$ cat config.mk
export PLATFORM = sky130hd
export DESIGN_NAME = piezo_hit_peak_to_midi
export DESIGN_NICKNAME = d
export VERILOG_FILES = /design/src/hw/rtl/phpm_pkg.sv /design/src/hw/rtl/phpm_chan_state.sv /design/src/hw/rtl/phpm_msg_queue.sv /design/src/hw/rtl/piezo_hit_peak_to_midi.sv
export SDC_FILE = /design/constraint.sdc
export NUM_CORES = 1
export LEC_CHECK = 0
export ABC_AREA = 1
export ABC_CLOCK_PERIOD_IN_PS = 6100
export BUFFER_PORTS_ARGS = -buffer_cell sky130_fd_sc_hd__buf_4
export CAP_MARGIN = 20
export CORE_MARGIN = 8
export CORE_UTILIZATION = 50
export DETAILED_ROUTE_END_ITERATION = 10
export PLACE_DENSITY = 0.7
export REMOVE_ABC_BUFFERS = 1
export SETUP_SLACK_MARGIN = 0.15
export SYNTH_ARGS = -nofsm -noshare
export SYNTH_HDL_FRONTEND = slang
export SYNTH_SLANG_ARGS = --single-unit
$ cat constraint.sdc
create_clock -name i_clk -period 6.1 [get_ports i_clk]
set_input_delay 0.61 -clock i_clk [delete_from_list [all_inputs] [get_ports i_clk]]
set_output_delay 0.61 -clock i_clk [all_outputs]
set_load 0.02 [all_outputs]
$ cat src/hw/rtl/phpm_pkg.sv
`timescale 1ns / 1ps
// shared constants and types for the piezo hit peak to midi block
// no dependencies; imported by every module of the block
package phpm_pkg;

    // fixed field widths
    localparam int CH_W        = 3;
    localparam int SMP_W       = 10;
    localparam int NOW_W       = 16;
    localparam int THR_W       = 10;
    localparam int NOTE_W      = 7;
    localparam int VEL_W       = 7;
    localparam int BYTE_W      = 8;
    localparam int IN_TDATA_W  = 32;

    // configuration registers
    localparam int THR_REG_W   = 60;
    localparam int NOTE_REG_W  = 42;
    localparam int WIN_W       = 16;
    localparam int CFG_IDX_W   = 2;
    localparam int CFG_DATA_W  = 60;

    localparam logic [CFG_IDX_W-1:0] CFG_THRESHOLDS = 2'd0;
    localparam logic [CFG_IDX_W-1:0] CFG_NOTES      = 2'd1;
    localparam logic [CFG_IDX_W-1:0] CFG_WINDOW     = 2'd2;

    localparam logic [THR_REG_W-1:0]  THR_RESET  = 60'd33810090033182770;
    localparam logic [NOTE_REG_W-1:0] NOTE_RESET = 42'd2458486219851;
    localparam logic [WIN_W-1:0]      WIN_RESET  = 16'd50;

    // midi message bytes
    localparam logic [BYTE_W-1:0] NOTE_ON  = 8'h90;
    localparam logic [BYTE_W-1:0] NOTE_OFF = 8'h80;
    localparam logic [VEL_W-1:0]  VEL_MAX  = 7'd127;

    // byte positions within one hit message
    localparam int MSG_BYTES  = 6;
    localparam int BIDX_W     = 3;
    localparam logic [BIDX_W-1:0] B_ON    = 3'd0;
    localparam logic [BIDX_W-1:0] B_NOTE0 = 3'd1;
    localparam logic [BIDX_W-1:0] B_VEL0  = 3'd2;
    localparam logic [BIDX_W-1:0] B_OFF   = 3'd3;
    localparam logic [BIDX_W-1:0] B_NOTE1 = 3'd4;
    localparam logic [BIDX_W-1:0] B_VEL1  = 3'd5;

    // message queue
    localparam int MSG_DEPTH = 4;
    localparam int QPTR_W    = 2;
    localparam int QCNT_W    = 3;

    // parameter defaults
    localparam int CHANNELS_DEF    = 6;
    localparam int SAMPLE_BITS_DEF = 10;
    localparam int TIME_BITS_DEF   = 16;

    typedef struct packed {
        logic [NOTE_W-1:0] note;
        logic [VEL_W-1:0]  vel;
    } t_msg;

    typedef struct packed {
        logic valid;
        t_msg msg;
    } t_fire;

endpackage

$ cat src/hw/rtl/phpm_chan_state.sv
`timescale 1ns / 1ps
// per-channel hit state: synchronous state memory with read-modify-write
// depends on phpm_pkg
module phpm_chan_state import phpm_pkg::*; #(
    parameter int CHANNELS    = CHANNELS_DEF,
    parameter int SAMPLE_BITS = SAMPLE_BITS_DEF,
    parameter int TIME_BITS   = TIME_BITS_DEF
) (
    input  logic                  i_clk,
    input  logic                  i_rst_n,
    input  logic                  i_accept,
    input  logic [CH_W-1:0]       i_channel,
    input  logic [SMP_W-1:0]      i_sample,
    input  logic [NOW_W-1:0]      i_now_ms,
    input  logic [THR_REG_W-1:0]  i_thresholds,
    input  logic [NOTE_REG_W-1:0] i_notes,
    input  logic [WIN_W-1:0]      i_window,
    output t_fire                 o_fire,
    output logic                  o_busy
);

    localparam int AW        = (CHANNELS > 1) ? $clog2(CHANNELS) : 1;
    localparam int CW        = (TIME_BITS > WIN_W) ? TIME_BITS : WIN_W;
    localparam int OFF_START = 0;
    localparam int OFF_FIRED = TIME_BITS;
    localparam int OFF_ACT   = TIME_BITS + 1;
    localparam int OFF_PK    = TIME_BITS + 2;
    localparam int OFF_PS    = OFF_PK + SAMPLE_BITS;
    localparam int ST_W      = OFF_PS + SAMPLE_BITS;

    logic [ST_W-1:0] r_mem [CHANNELS];
    logic [CHANNELS-1:0] r_vld;

    logic                   r_s1_valid;
    logic                   r_s1_hit;
    logic [AW-1:0]          r_s1_addr;
    logic [SAMPLE_BITS-1:0] r_s1_smp;
    logic [TIME_BITS-1:0]   r_s1_now;
    logic [ST_W-1:0]        r_rd_data;
    logic                   r_rd_vld;
    logic                   r_fwd_sel;
    logic [ST_W-1:0]        r_fwd_data;

    logic                   in_range;
    logic [AW-1:0]          rd_addr;
    logic [ST_W-1:0]        cur;
    logic [ST_W-1:0]        n_state;
    logic [TIME_BITS-1:0]   cur_start;
    logic                   cur_fired;
    logic                   cur_act;
    logic [SAMPLE_BITS-1:0] cur_pk;
    logic [SAMPLE_BITS-1:0] cur_ps;
    logic [TIME_BITS-1:0]   elapsed;
    logic [THR_W-1:0]       thr_arr [CHANNELS];
    logic [NOTE_W-1:0]      note_arr [CHANNELS];
    logic [THR_W-1:0]       thr_sel;
    logic                   above;
    logic                   late;
    logic                   we;
    logic                   fire;

    assign in_range = i_channel < CH_W'(CHANNELS);
    assign rd_addr  = i_channel[AW-1:0];
    assign o_busy   = r_s1_valid;

    always_comb begin
        for (int c = 0; c < CHANNELS; c++) begin
            thr_arr[c]  = i_thresholds[c*THR_W +: THR_W];
            note_arr[c] = i_notes[c*NOTE_W +: NOTE_W];
        end
    end

    // newest copy of the entry: the write of the previous beat wins over the memory
    assign cur       = r_fwd_sel ? r_fwd_data : (r_rd_vld ? r_rd_data : '0);
    assign cur_start = cur[OFF_START +: TIME_BITS];
    assign cur_fired = cur[OFF_FIRED];
    assign cur_act   = cur[OFF_ACT];
    assign cur_pk    = cur[OFF_PK +: SAMPLE_BITS];
    assign cur_ps    = cur[OFF_PS +: SAMPLE_BITS];
    assign thr_sel   = thr_arr[r_s1_addr];
    assign above     = THR_W'(r_s1_smp) > thr_sel;
    assign elapsed   = r_s1_now - cur_start;
    assign late      = CW'(elapsed) >= CW'(i_window);
    assign we        = r_s1_valid && r_s1_hit && above;

    always_comb begin
        n_state = cur;
        fire    = 1'b0;
        if (!cur_act) begin
            n_state[OFF_ACT]                  = 1'b1;
            n_state[OFF_FIRED]                = 1'b0;
            n_state[OFF_START +: TIME_BITS]   = r_s1_now;
            n_state[OFF_PS +: SAMPLE_BITS]    = r_s1_smp;
        end else if (late) begin
            n_state[OFF_ACT]                  = 1'b0;
            n_state[OFF_FIRED]                = 1'b0;
            n_state[OFF_PK +: SAMPLE_BITS]    = '0;
            n_state[OFF_PS +: SAMPLE_BITS]    = '0;
        end else begin
            if (r_s1_smp < cur_ps) begin
                // falling edge: previous sample is a peak
                if (cur_ps < cur_pk && !cur_fired) begin
                    n_state[OFF_FIRED] = 1'b1;
                    fire               = 1'b1;
                end
                n_state[OFF_PK +: SAMPLE_BITS] = cur_ps;
            end
            n_state[OFF_PS +: SAMPLE_BITS] = r_s1_smp;
        end
    end

    always_comb begin
        o_fire.valid    = we && fire;
        o_fire.msg.note = note_arr[r_s1_addr];
        if (cur_pk > SAMPLE_BITS'(VEL_MAX)) begin
            o_fire.msg.vel = VEL_MAX;
        end else begin
            o_fire.msg.vel = cur_pk[VEL_W-1:0];
        end
    end

    always_ff @(posedge i_clk) begin
        if (we) begin
            r_mem[r_s1_addr] <= n_state;
        end
        if (i_accept && in_range) begin
            r_rd_data <= r_mem[rd_addr];
        end
        if (i_accept) begin
            r_s1_addr  <= rd_addr;
            r_s1_smp   <= i_sample[SAMPLE_BITS-1:0];
            r_s1_now   <= TIME_BITS'(i_now_ms);
            r_fwd_data <= n_state;
        end
    end

    always_ff @(posedge i_clk) begin
        if (!i_rst_n) begin
            r_vld      <= '0;
            r_s1_valid <= 1'b0;
            r_s1_hit   <= 1'b0;
            r_rd_vld   <= 1'b0;
            r_fwd_sel  <= 1'b0;
        end else begin
            if (we) begin
                r_vld[r_s1_addr] <= 1'b1;
            end
            r_s1_valid <= i_accept;
            if (i_accept) begin
                r_s1_hit  <= in_range;
                r_rd_vld  <= in_range && r_vld[rd_addr];
                r_fwd_sel <= we && (i_channel == CH_W'(r_s1_addr));
            end
        end
    end

endmodule

$ cat src/hw/rtl/phpm_msg_queue.sv
`timescale 1ns / 1ps
// queue of pending hit messages and the byte serializer with output register
// depends on phpm_pkg
module phpm_msg_queue import phpm_pkg::*; (
    input  logic              i_clk,
    input  logic              i_rst_n,
    input  t_fire             i_fire,
    input  logic              i_inflight,
    output logic              o_space,
    output logic              o_tvalid,
    input  logic              i_tready,
    output logic [BYTE_W-1:0] o_tdata,
    output logic              o_tlast
);

    t_msg               r_q [MSG_DEPTH];
    logic [QPTR_W-1:0]  r_wp;
    logic [QPTR_W-1:0]  r_rp;
    logic [QCNT_W-1:0]  r_cnt;
    logic [BIDX_W-1:0]  r_bidx;
    logic               r_tvalid;
    logic [BYTE_W-1:0]  r_tdata;
    logic               r_tlast;

    logic               out_free;
    logic               emit;
    logic               pop;
    t_msg               head;
    logic [BYTE_W-1:0]  n_byte;

    // one slot held back for the beat in the state stage that may still fire
    assign o_space  = (r_cnt + QCNT_W'(i_inflight)) < QCNT_W'(MSG_DEPTH);
    assign out_free = !r_tvalid || i_tready;
    assign emit     = out_free && (r_cnt != '0);
    assign pop      = emit && (r_bidx == B_VEL1);
    assign head     = r_q[r_rp];

    assign o_tvalid = r_tvalid;
    assign o_tdata  = r_tdata;
    assign o_tlast  = r_tlast;

    always_comb begin
        case (r_bidx)
            B_ON:    n_byte = NOTE_ON;
            B_NOTE0: n_byte = {1'b0, head.note};
            B_VEL0:  n_byte = {1'b0, head.vel};
            B_OFF:   n_byte = NOTE_OFF;
            B_NOTE1: n_byte = {1'b0, head.note};
            B_VEL1:  n_byte = {1'b0, head.vel};
            default: n_byte = '0;
        endcase
    end

    always_ff @(posedge i_clk) begin
        if (i_fire.valid) begin
            r_q[r_wp] <= i_fire.msg;
        end
        if (emit) begin
            r_tdata <= n_byte;
            r_tlast <= (r_bidx == B_VEL1);
        end
    end

    always_ff @(posedge i_clk) begin
        if (!i_rst_n) begin
            r_wp     <= '0;
            r_rp     <= '0;
            r_cnt    <= '0;
            r_bidx   <= '0;
            r_tvalid <= 1'b0;
        end else begin
            if (i_fire.valid) begin
                r_wp <= r_wp + 1'b1;
            end
            if (pop) begin
                r_rp <= r_rp + 1'b1;
            end
            r_cnt <= r_cnt + QCNT_W'(i_fire.valid) - QCNT_W'(pop);
            if (emit) begin
                r_bidx <= pop ? B_ON : r_bidx + 1'b1;
            end
            if (out_free) begin
                r_tvalid <= emit;
            end
        end
    end

endmodule

$ cat src/hw/rtl/piezo_hit_peak_to_midi.sv
`timescale 1ns / 1ps
// top level of the piezo hit peak detector: configuration registers and glue
// depends on phpm_pkg, phpm_chan_state and phpm_msg_queue
//
// usage:
//   sample stream (i_s_*): one beat per converter sample, carrying channel,
//   sample and millisecond time. a new beat can be taken every cycle while the
//   queue has space; the per-channel state is read from a small synchronous
//   memory at acceptance and written back in the following cycle, with the
//   written entry forwarded when the next beat hits the same channel.
//   midi stream (o_m_*): a hit that fires gives six byte beats (note-on,
//   note, velocity, note-off, note, velocity), tlast on the sixth. the first
//   byte passes from the state stage through the queue to the output register,
//   and bytes then leave at one per cycle while the receiver takes them.
//   configuration (i_cfg_*): index 0 thresholds, 1 notes, 2 read window.
//   always ready; write only while the block is idle.
//   a queue of four pending messages sits before the output register, one slot
//   kept free while a beat is in the state stage; when the receiver stalls the
//   queue fills and s_tready drops for every sample until a message has left.
//   reset (synchronous, active low) clears every channel state through
//   per-entry valid bits and loads the default registers.
module piezo_hit_peak_to_midi import phpm_pkg::*; #(
    parameter int CHANNELS    = CHANNELS_DEF,
    parameter int SAMPLE_BITS = SAMPLE_BITS_DEF,
    parameter int TIME_BITS   = TIME_BITS_DEF
) (
    input  logic                  i_clk,
    input  logic                  i_rst_n,
    input  logic                  i_s_tvalid,
    output logic                  o_s_tready,
    input  logic [IN_TDATA_W-1:0] i_s_tdata,   // channel[2:0], sample[12:3], now_ms[28:13]
    output logic                  o_m_tvalid,
    input  logic                  i_m_tready,
    output logic [BYTE_W-1:0]     o_m_tdata,   // midi_byte[7:0]
    output logic                  o_m_tlast,
    input  logic                  i_cfg_valid,
    output logic                  o_cfg_ready,
    input  logic [CFG_IDX_W-1:0]  i_cfg_index,
    input  logic [CFG_DATA_W-1:0] i_cfg_data
);

    logic [THR_REG_W-1:0]  r_thr;
    logic [NOTE_REG_W-1:0] r_notes;
    logic [WIN_W-1:0]      r_win;

    logic  accept;
    logic  space;
    logic  busy;
    t_fire fire;

    assign o_cfg_ready = 1'b1;
    assign o_s_tready  = space;
    assign accept      = i_s_tvalid && space;

    always_ff @(posedge i_clk) begin
        if (!i_rst_n) begin
            r_thr   <= THR_RESET;
            r_notes <= NOTE_RESET;
            r_win   <= WIN_RESET;
        end else if (i_cfg_valid) begin
            unique case (i_cfg_index)
                CFG_THRESHOLDS: r_thr   <= i_cfg_data[THR_REG_W-1:0];
                CFG_NOTES:      r_notes <= i_cfg_data[NOTE_REG_W-1:0];
                CFG_WINDOW:     r_win   <= i_cfg_data[WIN_W-1:0];
                default: ;
            endcase
        end
    end

    phpm_chan_state #(
        .CHANNELS    (CHANNELS),
        .SAMPLE_BITS (SAMPLE_BITS),
        .TIME_BITS   (TIME_BITS)
    ) u_state (
        .i_clk        (i_clk),
        .i_rst_n      (i_rst_n),
        .i_accept     (accept),
        .i_channel    (i_s_tdata[CH_W-1:0]),
        .i_sample     (i_s_tdata[CH_W +: SMP_W]),
        .i_now_ms     (i_s_tdata[CH_W+SMP_W +: NOW_W]),
        .i_thresholds (r_thr),
        .i_notes      (r_notes),
        .i_window     (r_win),
        .o_fire       (fire),
        .o_busy       (busy)
    );

    phpm_msg_queue u_queue (
        .i_clk      (i_clk),
        .i_rst_n    (i_rst_n),
        .i_fire     (fire),
        .i_inflight (busy),
        .o_space    (space),
        .o_tvalid   (o_m_tvalid),
        .i_tready   (i_m_tready),
        .o_tdata    (o_m_tdata),
        .o_tlast    (o_m_tlast)
    );

endmodule
==> results.tsv <==
stage	metric	value	unit
clock_network	cts_setup_buffers	0	
sta	hold_viol	0	
sta	max_freq	188	MHz
placement	globalplace.congestion	0.815	
die	num_rows	78	
die	coreArea	0.0452	mm²
final_layout	nets	2410	
yosys	yosysSeqAreaShare	64.7	%
yosys	synth_area	0.0228	mm²
clock_network	numCtsBuffers	54	
setup_path	cp.required	6.38	ns
final_layout	final_cell_mix	nand2_1, edfxtp_1, nor2_1	
die	die_w	230	µm
drt	via_per_inst	5.61	
die	dieArea	0.0527	mm²
sta	min_period	5.32	ns
clock_network	clk_pin_slew	0.06	ns
die	io_pins	111	
pwr	ir_worst_vdd	0.222	mV
drt	drt_wl_total	55.6	mm
global_route	busiest_layer	met2	
setup_path	rrSetupSlack	0.78	ns
yosys	yosysWarningCount	0	
die	die_h	230	µm
global_route	globalRouteMet2Util	33.0	%
sta	fin_ws	0.780	ns
drt	drc	0	
sta	grt_setup_unrepaired	no	
drt	initialDrtViolationCount	1590	
global_route	grt_max_degree	96	
setup_path	end_kind	register	
drt	wl_per_cell	19.2	µm
yosys	synth-async-reset-ratio	0	%
pwr	power	8100	µW
final_layout	register_area	0.0148	mm²
placement	port_buffers	106	
drt	vias	16220	
clock_network	htreeDepth	2	
yosys	synth.distinct_cells	46	
clock_network	insertion_delay	0.61	ns
global_route	grt_use_met3	4.73	%
yosys	synth_edf_count	398	
drt	ant_nets	0	
yosys	yosys_most_used_dff	edfxtp_1	
clock_network	cts_resized	0	
pwr	leakage	0.0102	µW
final_layout	layout_commonest_cell	nand2_1	
global_route	grt_pass1_wl	86.6	mm
sta	timing.final.crit_share	87.2	%
sta	skew	0.0176	ns
clock_network	cts_tree	done	
global_route	gr-usage-met1	27.2	%
setup_path	worstRegToRegCells	24	
global_route	grt_pass1_vias	15774	
sta	finalSetupTns	0	ns
die	initial_core_util	50.5	%
placement	dp_worst_setup_slack	0.870	ns
sta	slew_violations	0	
yosys	ys_seq_elements	539	
drt	first_pass_iters	5	
clock_network	cts_sinks	539	
yosys	synthCells	2160	
global_route	antenna_found_initial	0	
clock_network	clockRootBuffer	clkbuf_16	
setup_path	endpoint	u_state.r_mem[3][20]	
final_layout	fillCellCount	3722	
setup_path	crit_start	u_state.r_rd_vld	
sta	worst_pin_slew	0.929	ns
clock_network	ctsLongestPathBuffers	3	
yosys	syn_avg_cell_area	10.6	µm²
hold_path	min_path_type	input pin to register	
sta	setup_viol	0	
setup_path	reg2reg_from	u_state.r_rd_vld	
setup_path	worstPathArrival	5.60	ns
sta	relSlewSlack	38.1	%
setup_path	rr_endpoint	u_state.r_mem[3][20]	
global_route	grt_overflow_total	0	
final_layout	syn2layout_area_growth	13.8	%
outcome	status	completed	
final_layout	drive_above_1_share	10.8	%
setup_path	cp-start-kind	register	
setup_path	crit_fanout	20	
global_route	track_usage	20.6	%
placement	hpwl	33.9	mm
final_layout	multi_input_area	0.00709	mm²
run	cap_violations	0	
setup_path	path_class	register to register	
clock_network	hold_buffers	0	
pwr	power_density	312	mW/mm²
==> Yosys cell counts (4+ instances only) <==
library cell	instances	area share, %
a21oi_1	90	2.0
edfxtp_1	398	52
nor3_2	6	0.26
ha_1	66	3.6
nand2_2	5	0.14
inv_2	7	0.12
nand2_1	470	7.7
a221oi_1	9	0.35
o21a_1	7	0.23
nand3_1	81	1.8
buf_1	7	0.12
clkinv_1	6	0.099
a211oi_1	4	0.13
xnor2_1	5	0.19
o21ai_1	11	0.24
clkbuf_1	81	1.3
a22oi_1	44	1.4
a32o_1	38	1.7
dfxtp_1	141	12
o22ai_1	51	1.4
inv_1	133	2.2
nor2_1	250	4.1
o21ai_0	168	3.7
nand4_1	26	0.71
buf_2	17	0.37
xor2_1	7	0.27
==> logic make-up after synthesis <==
family,Yosys count,share of synthesized area (%)
compound gates,434,11.5
xor+xnor,12,0.461
fa+ha+maj,67,3.71
buf+inv,256,4.41
flops,539,64.7
other cells,1,0.0164
simple gates,851,15.1
==> where the power goes <==
group | switching, µW | total, µW | internal (µW)
Combinational | 449 | 671 | 222
Sequential | 49.4 | 4120 | 4070
Clock | 1400 | 3310 | 1910
==> stage by stage <==
| step | util [%] | hold WS, ns | std cells | cell area (µm²) |
|---|---|---|---|---|
| CTS | 57.5 | 0.144 | 2890 | 26000 |
| global route | 57.5 | 0.153 | 2890 | 26000 |
| detailed placement | 53.5 | 0.443 | 2788 | 24200 |
| global placement | 53.5 | 0.439 | 2788 | 24200 |
| finish | 57.5 | 0.177 | 2891 | 26000 |
| floorplan | - | 0.429 | 2051 | 22400 |
==> critical path, stage by stage (launching register included) <==
cell and delay, ns:
dfxtp_1 0.34, inv_2 0.04, nor2_2 0.56, a22oi_1 0.20
ha_1 0.42, a21oi_1 0.19, a21boi_0 0.33, nor2_1 0.07
a211oi_1 0.24, nand3_1 0.11, nand2_1 0.11, inv_1 0.05
ha_1 0.28, nand2_1 0.06, nor2_1 0.15, nand4_1 0.13
inv_1 0.09, nand2_1 0.06, nand2_1 0.07, nor2_1 0.04
buf_4 0.16, inv_1 0.08, nand2_1 0.17, inv_1 0.72
nor2_1 0.30
==> area by class of cell <==
class / instances / share of cell area (%)
flip-flops and latches: 539 / 56.9
clock inverters: 23 / 0.959
clock buffers: 79 / 5.87
diodes: 1 / 0.00963
inverters: 147 / 2.14
repair buffers: 137 / 3.96
multi-input cells: 1365 / 27.3
well taps: 600 / 2.89
==> sequential cells by signal (all words and copies together), names as in the netlist, 2 cells and up, named ones only <==
register and cells:
r_notes 42, u_queue.r_cnt 3, u_state.r_vld 6, u_queue.r_bidx 3, u_queue.o_tdata 8, u_state.r_s1_smp 10
u_state.r_fwd_data 38, u_queue.r_rp 2, u_queue.r_q 56, u_state.r_s1_now 16, r_win 16, r_thr 60
u_state.r_mem 228, u_queue.r_wp 2, u_state.r_s1_addr 3, u_state.r_rd_data 38
==> routing by layer <==
metal  up-vias  part of all wire [%]
met5         -                     0
met4         0                   3.1
met3       110                   7.9
met2       590                    47
met1      7788                    42
li1       7732                     -
==> worst min path at each step <==
stage                     cells past startpoint  slack, ns          start             endpoint
after floorplan                               2       0.43      r_thr[41]            r_thr[41]
after CTS                                     1       0.14   i_s_tdata[9]  u_state.r_s1_smp[6]
final                                         1       0.18   i_s_tdata[9]  u_state.r_s1_smp[6]
after global placement                        2       0.44      r_thr[13]            r_thr[13]
after global routing                          1       0.15  i_s_tdata[12]  u_state.r_s1_smp[9]
after detailed placement                      2       0.44    r_notes[24]          r_notes[24]
Power figures use the tool's default switching activity.
